File: config.mk
export PLATFORM = sky130hd
export DESIGN_NAME = c_subset_lexer_unit
export DESIGN_NICKNAME = d
export VERILOG_FILES = /design/src/hdl/cslx_pkg.sv /design/src/hdl/cslx_ctrl.sv /design/src/hdl/cslx_dp.sv /design/src/hdl/c_subset_lexer_unit.sv
export SDC_FILE = /design/constraint.sdc
export NUM_CORES = 1
export LEC_CHECK = 0
export ABC_CLOCK_PERIOD_IN_PS = 9000
export BUFFER_PORTS_ARGS = -buffer_cell sky130_fd_sc_hd__buf_2
export CELL_PAD_IN_SITES_DETAIL_PLACEMENT = 1
export CELL_PAD_IN_SITES_GLOBAL_PLACEMENT = 2
export CORE_ASPECT_RATIO = 0.9
export CORE_MARGIN = 5
export CORE_UTILIZATION = 40
export CTS_CLUSTER_SIZE = 12
export DETAILED_ROUTE_END_ITERATION = 7
export GPL_TIMING_DRIVEN = 0
export PLACE_DENSITY = 0.84
export SYNTH_ARGS = -nofsm -noshare
export SYNTH_HDL_FRONTEND = slang
export SYNTH_SLANG_ARGS = --single-unit
File: constraint.sdc
create_clock -name clock -period 9 [get_ports clock]
set_clock_uncertainty 0.15 [all_clocks]
set_input_delay 0.45 -clock clock [delete_from_list [all_inputs] [get_ports clock]]
set_output_delay 0.45 -clock clock [all_outputs]
set_load 0.03 [all_outputs]
File: src/hdl/cslx_pkg.sv
// ----------------------------------------------------------------------------
// cslx_pkg
// Shared types and constants for the c subset lexer: token classes, keyword
// table and the command and status bundles between controller and datapath.
// ----------------------------------------------------------------------------
package cslx_pkg;

   // token classes as seen on the result channel
   localparam logic [2:0] CLS_OPER    = 3'd0;
   localparam logic [2:0] CLS_SPECIAL = 3'd1;
   localparam logic [2:0] CLS_DIGIT   = 3'd2;
   localparam logic [2:0] CLS_KEYWORD = 3'd3;
   localparam logic [2:0] CLS_IDENT   = 3'd4;

   localparam logic [7:0] CHAR_NEWLINE = 8'h0A;

   // keyword table, one character slot per position, zero past the end
   localparam int KW_COUNT = 6;
   localparam int KW_SLOTS = 8;

   localparam logic [7:0] KW_TEXT [KW_COUNT][KW_SLOTS] = '{
      '{"i", "n", "t", 8'h00, 8'h00, 8'h00, 8'h00, 8'h00},
      '{"m", "a", "i", "n",   8'h00, 8'h00, 8'h00, 8'h00},
      '{"i", "f", 8'h00, 8'h00, 8'h00, 8'h00, 8'h00, 8'h00},
      '{"e", "l", "s", "e",   8'h00, 8'h00, 8'h00, 8'h00},
      '{"d", "o", 8'h00, 8'h00, 8'h00, 8'h00, 8'h00, 8'h00},
      '{"w", "h", "i", "l",   "e",   8'h00, 8'h00, 8'h00}
   };

   localparam logic [2:0] KW_LEN [KW_COUNT] = '{3'd3, 3'd4, 3'd2, 3'd4, 3'd2, 3'd5};

   // controller to datapath
   typedef struct packed {
      logic capture;      // latch the accepted input word
      logic append;       // write byte into the word buffer, grow the word
      logic line_inc;     // count a newline
      logic emit_single;  // load a one-character token into the output register
      logic flush_start;  // rewind the replay pointer
      logic emit_char;    // load one buffered character into the output register
   } cmd_type;

   // datapath to controller
   typedef struct packed {
      logic eot;          // captured word is an end marker
      logic word_open;    // an identifier is pending
      logic word_room;    // the buffer can take another character
      logic alnum;        // letter or digit
      logic letter;
      logic tok;          // operator, special symbol or digit
      logic newline;
      logic last_char;    // replay pointer is on the last buffered character
      logic out_free;     // output register can be loaded this cycle
   } sts_type;

endpackage

File: src/hdl/cslx_ctrl.sv
// ----------------------------------------------------------------------------
// cslx_ctrl
// Sequencer of the lexer: accepts one word, classifies it, replays a pending
// identifier character by character and issues datapath commands.
// ----------------------------------------------------------------------------
module cslx_ctrl (
   input  logic              clock,
   input  logic              reset,
   input  logic              req_valid,
   output logic              req_stall,
   input  cslx_pkg::sts_type sts,
   output cslx_pkg::cmd_type cmd
);
   import cslx_pkg::*;

   localparam logic [1:0] ST_IDLE     = 2'd0;
   localparam logic [1:0] ST_CLASSIFY = 2'd1;
   localparam logic [1:0] ST_FETCH    = 2'd2;
   localparam logic [1:0] ST_EMIT     = 2'd3;

   logic [1:0] state_ff;
   logic [1:0] state_in;

   always_comb begin
      cmd      = '0;
      state_in = state_ff;
      unique case (state_ff)
         ST_IDLE: begin
            if (req_valid) begin
               cmd.capture = 1'b1;
               state_in    = ST_CLASSIFY;
            end
         end
         ST_CLASSIFY: begin
            priority if (sts.eot) begin
               if (sts.word_open) begin
                  cmd.flush_start = 1'b1;
                  state_in        = ST_FETCH;
               end else begin
                  state_in = ST_IDLE;
               end
            end else if (sts.word_open && sts.alnum && sts.word_room) begin
               cmd.append = 1'b1;
               state_in   = ST_IDLE;
            end else if (sts.word_open) begin
               cmd.flush_start = 1'b1;
               state_in        = ST_FETCH;
            end else if (sts.tok) begin
               if (sts.out_free) begin
                  cmd.emit_single = 1'b1;
                  state_in        = ST_IDLE;
               end
            end else if (sts.letter) begin
               cmd.append = 1'b1;
               state_in   = ST_IDLE;
            end else if (sts.newline) begin
               cmd.line_inc = 1'b1;
               state_in     = ST_IDLE;
            end else begin
               state_in = ST_IDLE;
            end
         end
         ST_FETCH: begin
            state_in = ST_EMIT;
         end
         ST_EMIT: begin
            if (sts.out_free) begin
               cmd.emit_char = 1'b1;
               state_in      = sts.last_char ? ST_CLASSIFY : ST_FETCH;
            end
         end
         default: begin
            state_in = ST_IDLE;
         end
      endcase
   end

   always_ff @(posedge clock) begin
      if (reset) begin
         state_ff <= ST_IDLE;
      end else begin
         state_ff <= state_in;
      end
   end

   assign req_stall = (state_ff != ST_IDLE);

   a_load_when_free : assert property (@(posedge clock) disable iff (reset)
      (cmd.emit_single || cmd.emit_char) |-> sts.out_free)
      else $error("output register loaded while occupied and stalled");

   a_capture_then_classify : assert property (@(posedge clock) disable iff (reset)
      cmd.capture |=> (state_ff == ST_CLASSIFY))
      else $error("captured word not classified next cycle");

   a_fetch_then_emit : assert property (@(posedge clock) disable iff (reset)
      (state_ff == ST_FETCH) |=> (state_ff == ST_EMIT))
      else $error("buffer read not followed by emit");

endmodule

File: src/hdl/cslx_dp.sv
// ----------------------------------------------------------------------------
// cslx_dp
// Lexer datapath: input word register, byte classifier, identifier buffer
// with incremental keyword match, line and token counters, output register.
// ----------------------------------------------------------------------------
module cslx_dp #(
   parameter int MAX_WORD   = 19,
   parameter int COUNT_BITS = 16
) (
   input  logic              clock,
   input  logic              reset,
   input  logic [7:0]        req_source_byte,
   input  logic              req_end_of_text,
   input  cslx_pkg::cmd_type cmd,
   output cslx_pkg::sts_type sts,
   output logic              rsp_valid,
   input  logic              rsp_stall,
   output logic [2:0]        rsp_token_class,
   output logic [15:0]       rsp_line_number,
   output logic [15:0]       rsp_token_number,
   output logic [7:0]        rsp_lexeme_char,
   output logic              rsp_lexeme_end,
   output logic              rsp_run_last
);
   import cslx_pkg::*;

   localparam int LEN_W  = $clog2(MAX_WORD + 1);
   localparam int ADDR_W = (MAX_WORD > 1) ? $clog2(MAX_WORD) : 1;
   localparam int POS_W  = (LEN_W > 3) ? LEN_W : 3;

   // captured input word
   logic [7:0] byte_ff;
   logic       eot_ff;

   // identifier state
   logic [7:0]          mem [MAX_WORD];
   logic [7:0]          rd_data_ff;
   logic [LEN_W-1:0]    len_ff, len_in;
   logic [LEN_W-1:0]    ptr_ff, ptr_in;
   logic [KW_COUNT-1:0] mask_ff, mask_in;

   // counters
   logic [COUNT_BITS-1:0] line_ff, line_in;
   logic [COUNT_BITS-1:0] token_ff, token_in;

   // output register
   logic        rsp_valid_ff, rsp_valid_in;
   logic [2:0]  rsp_class_ff;
   logic [15:0] rsp_line_ff;
   logic [15:0] rsp_token_ff;
   logic [7:0]  rsp_char_ff;
   logic        rsp_lexeme_end_ff;
   logic        rsp_run_last_ff;

   logic             is_letter, is_digit, is_oper, is_special, is_tok;
   logic [2:0]       tok_class;
   logic             word_open, last_char, out_free, is_keyword, load;
   logic [POS_W-1:0] len_wide;
   logic [2:0]       pos;
   logic             pos_ok;
   logic [KW_COUNT-1:0] mask_base, len_eq;

   // byte classifier
   always_comb begin
      is_letter  = (byte_ff >= "a" && byte_ff <= "z") || (byte_ff >= "A" && byte_ff <= "Z");
      is_digit   = (byte_ff >= "0" && byte_ff <= "9");
      is_oper    = (byte_ff == "+") || (byte_ff == "-") || (byte_ff == "*") ||
                   (byte_ff == "/");
      is_special = (byte_ff == ";") || (byte_ff == "{") || (byte_ff == "}") ||
                   (byte_ff == "(") || (byte_ff == ")") || (byte_ff == "?") ||
                   (byte_ff == "@") || (byte_ff == "!") || (byte_ff == "%");
      is_tok     = is_oper || is_special || is_digit;
      priority if (is_oper)    tok_class = CLS_OPER;
      else if (is_special)     tok_class = CLS_SPECIAL;
      else                     tok_class = CLS_DIGIT;
   end

   // keyword match, updated one character at a time
   always_comb begin
      len_wide  = POS_W'(len_ff);
      pos_ok    = ((len_wide >> 3) == '0);
      pos       = len_wide[2:0];
      word_open = (len_ff != '0);
      mask_base = word_open ? mask_ff : '1;
      for (int j = 0; j < KW_COUNT; j++) begin
         mask_in[j] = mask_base[j] && pos_ok && (KW_TEXT[j][pos] == byte_ff);
         len_eq[j]  = (len_wide == POS_W'(KW_LEN[j]));
      end
      is_keyword = |(mask_ff & len_eq);
   end

   assign last_char = ((ptr_ff + LEN_W'(1)) == len_ff);
   assign out_free  = !rsp_valid_ff || !rsp_stall;
   assign load      = cmd.emit_single || cmd.emit_char;

   always_comb begin
      sts           = '0;
      sts.eot       = eot_ff;
      sts.word_open = word_open;
      sts.word_room = (len_ff < LEN_W'(MAX_WORD));
      sts.alnum     = is_letter || is_digit;
      sts.letter    = is_letter;
      sts.tok       = is_tok;
      sts.newline   = (byte_ff == CHAR_NEWLINE);
      sts.last_char = last_char;
      sts.out_free  = out_free;
   end

   // next state of counters and pointers
   always_comb begin
      len_in   = len_ff;
      ptr_in   = ptr_ff;
      line_in  = line_ff;
      token_in = token_ff;
      if (cmd.append) begin
         len_in = len_ff + LEN_W'(1);
      end
      if (cmd.line_inc) begin
         line_in = line_ff + COUNT_BITS'(1);
      end
      if (cmd.emit_single) begin
         token_in = token_ff + COUNT_BITS'(1);
      end
      if (cmd.flush_start) begin
         ptr_in = '0;
      end
      if (cmd.emit_char) begin
         if (last_char) begin
            len_in   = '0;
            token_in = token_ff + COUNT_BITS'(1);
         end else begin
            ptr_in = ptr_ff + LEN_W'(1);
         end
      end
      if (load) begin
         rsp_valid_in = 1'b1;
      end else begin
         rsp_valid_in = rsp_valid_ff && rsp_stall;
      end
   end

   always_ff @(posedge clock) begin
      if (reset) begin
         len_ff       <= '0;
         ptr_ff       <= '0;
         line_ff      <= COUNT_BITS'(1);
         token_ff     <= '0;
         rsp_valid_ff <= 1'b0;
      end else begin
         len_ff       <= len_in;
         ptr_ff       <= ptr_in;
         line_ff      <= line_in;
         token_ff     <= token_in;
         rsp_valid_ff <= rsp_valid_in;
      end
   end

   // payload registers
   always_ff @(posedge clock) begin
      if (cmd.capture) begin
         byte_ff <= req_source_byte;
         eot_ff  <= req_end_of_text;
      end
      if (cmd.append) begin
         mask_ff <= mask_in;
      end
      if (load) begin
         rsp_line_ff  <= 16'(line_ff);
         rsp_token_ff <= 16'(token_ff);
         if (cmd.emit_char) begin
            rsp_class_ff      <= is_keyword ? CLS_KEYWORD : CLS_IDENT;
            rsp_char_ff       <= rd_data_ff;
            rsp_lexeme_end_ff <= last_char;
            rsp_run_last_ff   <= last_char && (eot_ff || !is_tok);
         end else begin
            rsp_class_ff      <= tok_class;
            rsp_char_ff       <= byte_ff;
            rsp_lexeme_end_ff <= 1'b1;
            rsp_run_last_ff   <= 1'b1;
         end
      end
   end

   // identifier buffer, one write and one registered read port
   always_ff @(posedge clock) begin
      if (cmd.append) begin
         mem[len_ff[ADDR_W-1:0]] <= byte_ff;
      end
      rd_data_ff <= mem[ptr_ff[ADDR_W-1:0]];
   end

   assign rsp_valid        = rsp_valid_ff;
   assign rsp_token_class  = rsp_class_ff;
   assign rsp_line_number  = rsp_line_ff;
   assign rsp_token_number = rsp_token_ff;
   assign rsp_lexeme_char  = rsp_char_ff;
   assign rsp_lexeme_end   = rsp_lexeme_end_ff;
   assign rsp_run_last     = rsp_run_last_ff;

   a_len_bounded : assert property (@(posedge clock) disable iff (reset)
      len_ff <= LEN_W'(MAX_WORD))
      else $error("word length beyond buffer depth");

   a_replay_nonempty : assert property (@(posedge clock) disable iff (reset)
      cmd.emit_char |-> (len_ff != '0))
      else $error("replay of an empty identifier");

   a_flush_closes_word : assert property (@(posedge clock) disable iff (reset)
      (cmd.emit_char && last_char) |=> ((len_ff == '0) && rsp_lexeme_end_ff))
      else $error("identifier not closed after its last character");

endmodule

File: src/hdl/c_subset_lexer_unit.sv
// ----------------------------------------------------------------------------
// c_subset_lexer_unit
// Byte-serial lexer for a small c subset: operators, special symbols, digits,
// keywords and identifiers, tagged with line and token numbers.
// ----------------------------------------------------------------------------
// sequence: a one-character token is loaded into the output register from the
//   classify state once that register is free; the word that ends a pending
//   identifier is followed by a fetch (buffer read) and an emit (output load)
//   per character, and the terminating byte is classified after the last one
// a new word is accepted only in the idle state, so a word that flushes an
//   identifier holds off the next one (the terminator is always reclassified)
// reset: line counter 1, token counter 0, no pending identifier, output empty;
//   the identifier buffer is not cleared, only written entries are read
// ----------------------------------------------------------------------------
module c_subset_lexer_unit #(
   parameter int MAX_WORD   = 19,
   parameter int COUNT_BITS = 16
) (
   input  logic        clock,
   input  logic        reset,
   // request side, one source byte or end marker per word
   input  logic        req_valid,
   output logic        req_stall,
   input  logic [7:0]  req_source_byte,
   input  logic        req_end_of_text,
   // response side, one lexeme character per word
   output logic        rsp_valid,
   input  logic        rsp_stall,
   output logic [2:0]  rsp_token_class,
   output logic [15:0] rsp_line_number,
   output logic [15:0] rsp_token_number,
   output logic [7:0]  rsp_lexeme_char,
   output logic        rsp_lexeme_end,
   output logic        rsp_run_last
);
   import cslx_pkg::*;

   // command and status between sequencer and datapath
   cmd_type cmd;
   sts_type sts;

   // sequencer: idle, classify, then fetch/emit per buffered character
   cslx_ctrl u_ctrl (
      .clock     (clock),
      .reset     (reset),
      .req_valid (req_valid),
      .req_stall (req_stall),
      .sts       (sts),
      .cmd       (cmd)
   );

   // datapath: classifier, identifier buffer, counters, output register
   cslx_dp #(
      .MAX_WORD   (MAX_WORD),
      .COUNT_BITS (COUNT_BITS)
   ) u_dp (
      .clock            (clock),
      .reset            (reset),
      .req_source_byte  (req_source_byte),
      .req_end_of_text  (req_end_of_text),
      .cmd              (cmd),
      .sts              (sts),
      .rsp_valid        (rsp_valid),
      .rsp_stall        (rsp_stall),
      .rsp_token_class  (rsp_token_class),
      .rsp_line_number  (rsp_line_number),
      .rsp_token_number (rsp_token_number),
      .rsp_lexeme_char  (rsp_lexeme_char),
      .rsp_lexeme_end   (rsp_lexeme_end),
      .rsp_run_last     (rsp_run_last)
   );

endmodule
# Word level (Yosys, flattened, before mapping)
# Memory sizes are Yosys's and may differ from the RTL's. A register that Yosys moved wholly into a read port is not among the register bits.
# Cells that the tools add are included.
# word_totals
inputBits,13
mem_bits_ro,384
reg_bits,105
elab_cells,169
ramBits,152
output_inout_bits,47
n_memories,7
# mem_list
name,words,width,read_ports,rd_clocked_by_memory_dff,write_ports,line,source
u_dp.mem,19,8,1,1,1,cslx_dp.sv:36,logic [7:0] mem [MAX_WORD];
(name not given),8,8,1,0,0,cslx_dp.sv:86,mask_in[j] = mask_base[j] && pos_ok && (KW_TEXT[j][pos] == byte_ff);
(name not given),8,8,1,0,0,cslx_dp.sv:86,
(name not given),8,8,1,0,0,cslx_dp.sv:86,
(name not given),8,8,1,0,0,cslx_dp.sv:86,
(name not given),8,8,1,0,0,cslx_dp.sv:86,
1 more memories,--,--,--,--,--,--,
# classes
n_bitwise,2
muxes,56
n_lt_le_gt_ge,8
n_eq_ne,31
addsub,4
reduce_logical,46
# ops
operator,count
two-way mux 8 bit,13
equality test 8 x 6 -> 1 bit (second input constant),10
equality test 8 bit,6
two-way mux 16 bit,3
adder 16 x 1 -> 16 bit (second input constant),2
two-way mux 5 bit,6
equality test 8 x 7 -> 1 bit (second input constant),3
two-way mux 2 bit,12
logical AND 1 bit,19
logical OR 1 bit,18
greater-or-equal comparator 8 x 7 -> 1 bit (second input constant),2
less-or-equal comparator 8 x 7 -> 1 bit (second input constant),2
two-way mux 3 bit,5
two-way mux 1 bit,14
adder 5 x 1 -> 5 bit (second input constant),2
equality test 5 x 2 -> 1 bit (second input constant),2
equality test 5 x 3 -> 1 bit (second input constant),2
equality test 8 x 4 -> 1 bit (second input constant),1
greater-or-equal comparator 8 x 6 -> 1 bit (second input constant),1
less-or-equal comparator 8 x 6 -> 1 bit (second input constant),1
case mux 2 bit (4 select lines),1
bitwise AND 6 bit,1
two-way mux 6 bit,1
!= test 6 x 5 -> 1 bit (second input constant),1
16 further kinds,19

# Logic depth before layout (Yosys ltp)
# depth
ltp_word,19
ltp_mapped,9
ltp_nobuf,8

# Hierarchy
# Synthesis repeated with hierarchy kept, for this count alone.
# unflattened
cells_unflattened,786
area_unflattened_um2,11392.2
# by_module_without_submodules
module,n_inst,area_each_um2,cells_per_inst,seq_area_each_um2
cslx_dp,1,11204.5,761,7387.1
cslx_ctrl,1,187.7,25,40.0

# Worst setup path before layout
# Ideal clock, no wire load.
# synth_path
kind,register to register
from,register u_dp.byte_ff[5]
to,"memory u_dp.mem[18][0], enable pin"
synth_period_minus_slack_ns,3.633
t_arrival_ns,3.085
path_stages_with_launch,8
slack_ns,5.367
setup_ns,0.398
n_path_buf,1
required_time_ns,8.452
path_cell_list,edfxtp_1 > buf_2 > nor3b_1 > nand3_1 > o32a_1 > nor4b_2 > nand2_1 > nor4b_1
# synth_via
elab_chain_len,18
word_cells_on_any_way,47
cone_classes,order compare: 6; eq/ne: 13; mux: 8; reduce/logical: 20
# synth_rtl
element,line,source
from (decl),cslx_dp.sv:32,logic [7:0] byte_ff;
from (signal assigned),cslx_dp.sv:161,byte_ff <= req_source_byte;
equality test 8 x 6 -> 1 bit / equality test 8 x 7 -> 1 bit (equally long branches),cslx_dp.sv:69,"is_special = (byte_ff == "";"") || (byte_ff == ""{"") || (byte_ff == ""}"") ||"
logical OR 1 bit (4 in series),cslx_dp.sv:69,
logical OR 1 bit (2 in series),cslx_dp.sv:70,"(byte_ff == ""("") || (byte_ff == "")"") || (byte_ff == ""?"") ||"
logical OR 1 bit (2 in series),cslx_dp.sv:71,"(byte_ff == ""@"") || (byte_ff == ""!"") || (byte_ff == ""%"");"
logical OR 1 bit (2 in series),cslx_dp.sv:72,is_tok = is_oper || is_special || is_digit;
two-way mux 2 bit,cslx_ctrl.sv:48,end else if (sts.tok) begin
two-way mux 3 bit,cslx_ctrl.sv:45,end else if (sts.word_open) begin
two-way mux 1 bit *,cslx_ctrl.sv:42,end else if (sts.word_open && sts.alnum && sts.word_room) begin
two-way mux 3 bit *,cslx_ctrl.sv:35,priority if (sts.eot) begin
two-way mux 4 bit *,cslx_ctrl.sv:27,unique case (state_ff)
two-way mux 1 bit *,cslx_dp.sv:186,if (cmd.append) begin
two-way mux 1 bit (implied by the code) *,cslx_dp.sv:187,mem[len_ff[ADDR_W-1:0]] <= byte_ff;
to (decl),cslx_dp.sv:36,
# Every way passes the cells marked *; elsewhere a longest branch is shown, timed or not.

==> impl_metrics.json <==
{
  "syn_inst": 797,
  "synthDominantAreaCellType": "sky130_fd_sc_hd__edfxtp_1",
  "design.core.area_um2": 27900,
  "layout-drive-gt1-share_pct": 20.4,
  "die_x_um": 187,
  "nets": 924,
  "vias": 7012,
  "synth-edff-count": 212,
  "power-per-cell-area_nw_per_um2": 197,
  "areaGrowthSynthToFinish_pct": 16.5,
  "critical_path.cell_chain": "buf_2 > nor3b_1 > nand3_1 > o32a_1 > nor4b_2 > clkbuf_1 > nand2_1 > nor2_1",
  "fin_total_pwr_uw": 2600,
  "postSynth.topFlopCell": "sky130_fd_sc_hd__edfxtp_1",
  "placed_cells": 1219,
  "maximum_number_of_pins_on_one_net_before_global_route_repair": 29,
  "die_y_um": 170,
  "post_dp_cell_area_um2": 12100,
  "max-cap-violations": 0,
  "timing.critical_path.required_ns": 9.02,
  "design.die.area_um2": 31800,
  "final_cell_count_no_fill": 1282,
  "detail_route.drc_violations": 0,
  "routed_via_density": 5.47,
  "initial_utilization_pct": 40.5,
  "drt-pass1-iter-count": 4,
  "leakagePower_uw": 0.00432,
  "grt_pass1_vias": 7262,
  "rsz0062_at_grt": "no",
  "detailed_route_wl_mm": 28.3,
  "final_min_period_over_clock_period_pct": 55.7,
  "drt-initial-drc-count": 532,
  "yosysTopAreaCellShare_pct": 56.2,
  "cp_top_family": "simple AND/OR/NAND/NOR gates",
  "worst_hold_path_type": "in2reg",
  "finalWorstPathRequiredPeriod_ns": 5.01,
  "finalMaxSlewViolations": 0,
  "run_status": "complete, no violations",
  "share_of_the_core_filled_with_cells_in_the_final_layout_pct": 47.2,
  "route.antenna.remaining_nets": 0,
  "timing.max_slew.rel_slack_pct": 28.0,
  "reg2reg_from": "u_dp.byte_ff[5]",
  "postSynthRegisterBits": 265,
  "critical_path_buf_inv_count": 2,
  "finalSetupTns_ns": 0,
  "reg2reg_depth": 8,
  "fmax_mhz": 200,
  "synth.yosys.seq_area_share_pct": 65.6,
  "worstSetupPathType": "reg2reg",
  "worstHoldPathCells": 3,
  "clkSinkCount": 265,
  "place.gp.congestion": 0.859,
  "global_route.usage.total_pct": 17.5,
  "synth-warning-count": 0,
  "cts_buffer_depth": 3,
  "r2r_setup_slack_ns": 3.99,
  "crit_slowest_cell": "sky130_fd_sc_hd__edfxtp_1",
  "antenna_violations_before_repair": 1,
  "cts_inserted_buffers": 30,
  "min_from": "req_valid",
  "grt_first_pass_wirelength_mm": 43.5,
  "num_rows": 58,
  "layout.cell_area.non_filler_um2": 13200,
  "start_kind": "register",
  "cp.arrival_ns": 5.03,
  "insertedDiodeCount": 0,
  "final_setup_violation_count": 0,
  "crit_fanout": 21,
  "yosysUniqueCellTypes": 71,
  "numPortBuffers": 59,
  "synth_fp_nets": 821,
  "syn-mean-instance-area_um2": 14.2,
  "crit_path_max_incr_delay_ns": 0.83,
  "asyncSetResetFlopFracSynth_pct": 0,
  "worst_ir_drop_on_vdd_mv": 0.150,
  "timing.critical_path.to_type": "register",
  "clk_transition_reported_paths_ns": 0.06,
  "cts.root.buffer_cell": "sky130_fd_sc_hd__clkbuf_16",
  "worst_slew_pin_slew_ns": 1.08,
  "min_delay_worst_endpoint": "u_ctrl.state_ff[0]",
  "yosys-top-cells-area": "sky130_fd_sc_hd__edfxtp_1 56%, sky130_fd_sc_hd__dfxtp_1 9.4%, sky130_fd_sc_hd__mux4_2 8.0%, sky130_fd_sc_hd__nand2_1 2.2%, sky130_fd_sc_hd__nor2_1 2.2%",
  "clock_insertion_delay_worst_skew_ns": 0.54,
  "boundaryPins": 60,
  "route.detailed.wl_per_inst_um": 22.1,
  "hold_viol_final": 0,
  "syn_std_cell_area_um2": 11300,
  "grt-ovfl-total": 0,
  "cts_resized": 0,
  "hpwl_mm": 19.4,
  "regToRegEndpoint": "u_dp.mem[1][2]",
  "tritoncts_clock_tree": "done",
  "htree_num_levels": 1
}
[repair_timing]
item | 4_1_cts | 5_1_grt
hold buffers | 9 | 0
buffers inserted | 0 | 0
endpoints found under the hold margin | 9 | 0
[per-layer routing]
layer	part of all wire, %	global-route usage, %	wire length [µm]	vias to the layer above
met5	0.046	0	13	-
met4	1.8	3.70	511	2
met3	5.3	3.23	1510	33
met2	47	28.9	13300	175
met1	46	24.7	13000	3560
li1	-	-	-	3242
[flip-flops by register name (all words and copies together), names as in the netlist]
name                   flops
u_ctrl.state_ff            2
u_dp.byte_ff               8
u_dp.eot_ff                1
u_dp.len_ff                5
u_dp.line_ff              16
u_dp.mask_ff               6
u_dp.mem                 152
u_dp.ptr_ff                5
u_dp.rd_data_ff            8
u_dp.rsp_lexeme_char       8
u_dp.rsp_lexeme_end        1
u_dp.rsp_line_number      16
u_dp.rsp_run_last          1
u_dp.rsp_token_class       3
u_dp.rsp_token_number     16
u_dp.rsp_valid             1
u_dp.token_ff             16
[layout by cell type, fill, tap and decap left out, drive strengths merged, types with 4 or more instances in the layout]
cell and n:
mux2 17, nand2 65, a31oi 6, buf 78, dfxtp 53, ha 11, edfxtp 212, nand4 9
mux4 40, a21oi 28, nand3 19, xor2 9, xnor2 24, or3 8, clkbuf 67, mux2i 14
inv 22, o21ai 32, nor4 6, clkinv 8, nor2b 10, nand3b 4, nor3 10, or4 4
dlygate4sd3 9, nor4b 4, o32ai 6, o22ai 6, and3 16, nor2 66, nand2b 8
[power by group]
| group | total, µW | leakage [µW] | switching [µW] | internal (µW) |
|---|---|---|---|---|
| registers | 1350 | 0.00236 | 18.2 | 1330 |
| clock network | 1190 | 0.000469 | 467 | 728 |
| logic | 64.5 | 0.00149 | 41.4 | 23.1 |
| total | 2600 | 0.00432 | 527 | 2080 |
[worst reg2reg max path, cell delays in order (launching register included)]
cell	delay (ns)
sky130_fd_sc_hd__edfxtp_1	0.83
sky130_fd_sc_hd__buf_2	0.38
sky130_fd_sc_hd__nor3b_1	0.34
sky130_fd_sc_hd__nand3_1	0.15
sky130_fd_sc_hd__o32a_1	0.21
sky130_fd_sc_hd__nor4b_2	0.82
sky130_fd_sc_hd__clkbuf_1	0.67
sky130_fd_sc_hd__nand2_1	0.30
sky130_fd_sc_hd__nor2_1	0.78
[kinds of logic after synthesis]
family          after synthesis  share of synthesized area, %
fa+ha+maj                    11                          1.22
flops                       265                          65.6
simple gates                243                          11.1
xor+xnor                     34                          2.76
buf+inv                      64                          2.25
compound gates              109                          6.19
mux                          71                          10.9
[cell usage after synthesis (all sizes together), types with 6 or more instances]
| library cell | n |
|---|---|
| and3 | 16 |
| mux2 | 17 |
| dfxtp | 53 |
| nor4 | 6 |
| nor2b | 10 |
| ha | 11 |
| mux4 | 40 |
| edfxtp | 212 |
| inv | 21 |
| nand4 | 9 |
| nor3 | 10 |
| nand2b | 8 |
| a21oi | 28 |
| o32ai | 6 |
| nor2 | 66 |
| o21ai | 32 |
| xor2 | 9 |
| xnor2 | 24 |
| clkbuf | 27 |
| nand3 | 19 |
| buf | 16 |
| a31oi | 6 |
| nand2 | 65 |
| or3 | 8 |
| o22ai | 6 |
| mux2i | 14 |
[through the flow]
stage / hold WS (ns) / setup slack [ns]
2_1_floorplan: 0.267 / 5.37
3_3_place_gp: 0.296 / 3.81
3_5_place_dp: 0.311 / 4.01
4_1_cts: 0.192 / 3.97
5_1_grt: 0.238 / 3.62
6_report: 0.218 / 3.99
[cell type report]
type / count / area, µm²
tap: 360 / 450
multi-input combinational: 468 / 3660
fill: 2817 / 14700
buffer: 43 / 176
clock inverter: 14 / 146
inverter: 21 / 78.8
timing repair buffer: 71 / 420
sequential: 265 / 7430
clock buffer: 40 / 830
[worst max path at each step]
stage	startpoint	end	slack [ns]	cells past startpoint
floorplan	u_dp.byte_ff[5]	u_dp.mem[18][0]	5.37	7
global placement	u_dp.len_ff[1]	u_dp.mem[18][7]	3.81	8
detailed placement	u_dp.byte_ff[5]	u_dp.mem[12][2]	4.01	8
CTS	u_dp.byte_ff[5]	u_dp.mem[0][4]	3.97	8
global route	u_dp.byte_ff[5]	u_dp.mem[13][7]	3.62	8
finish	u_dp.byte_ff[5]	u_dp.mem[1][2]	3.99	8
Power figures use the tool's default switching activity.
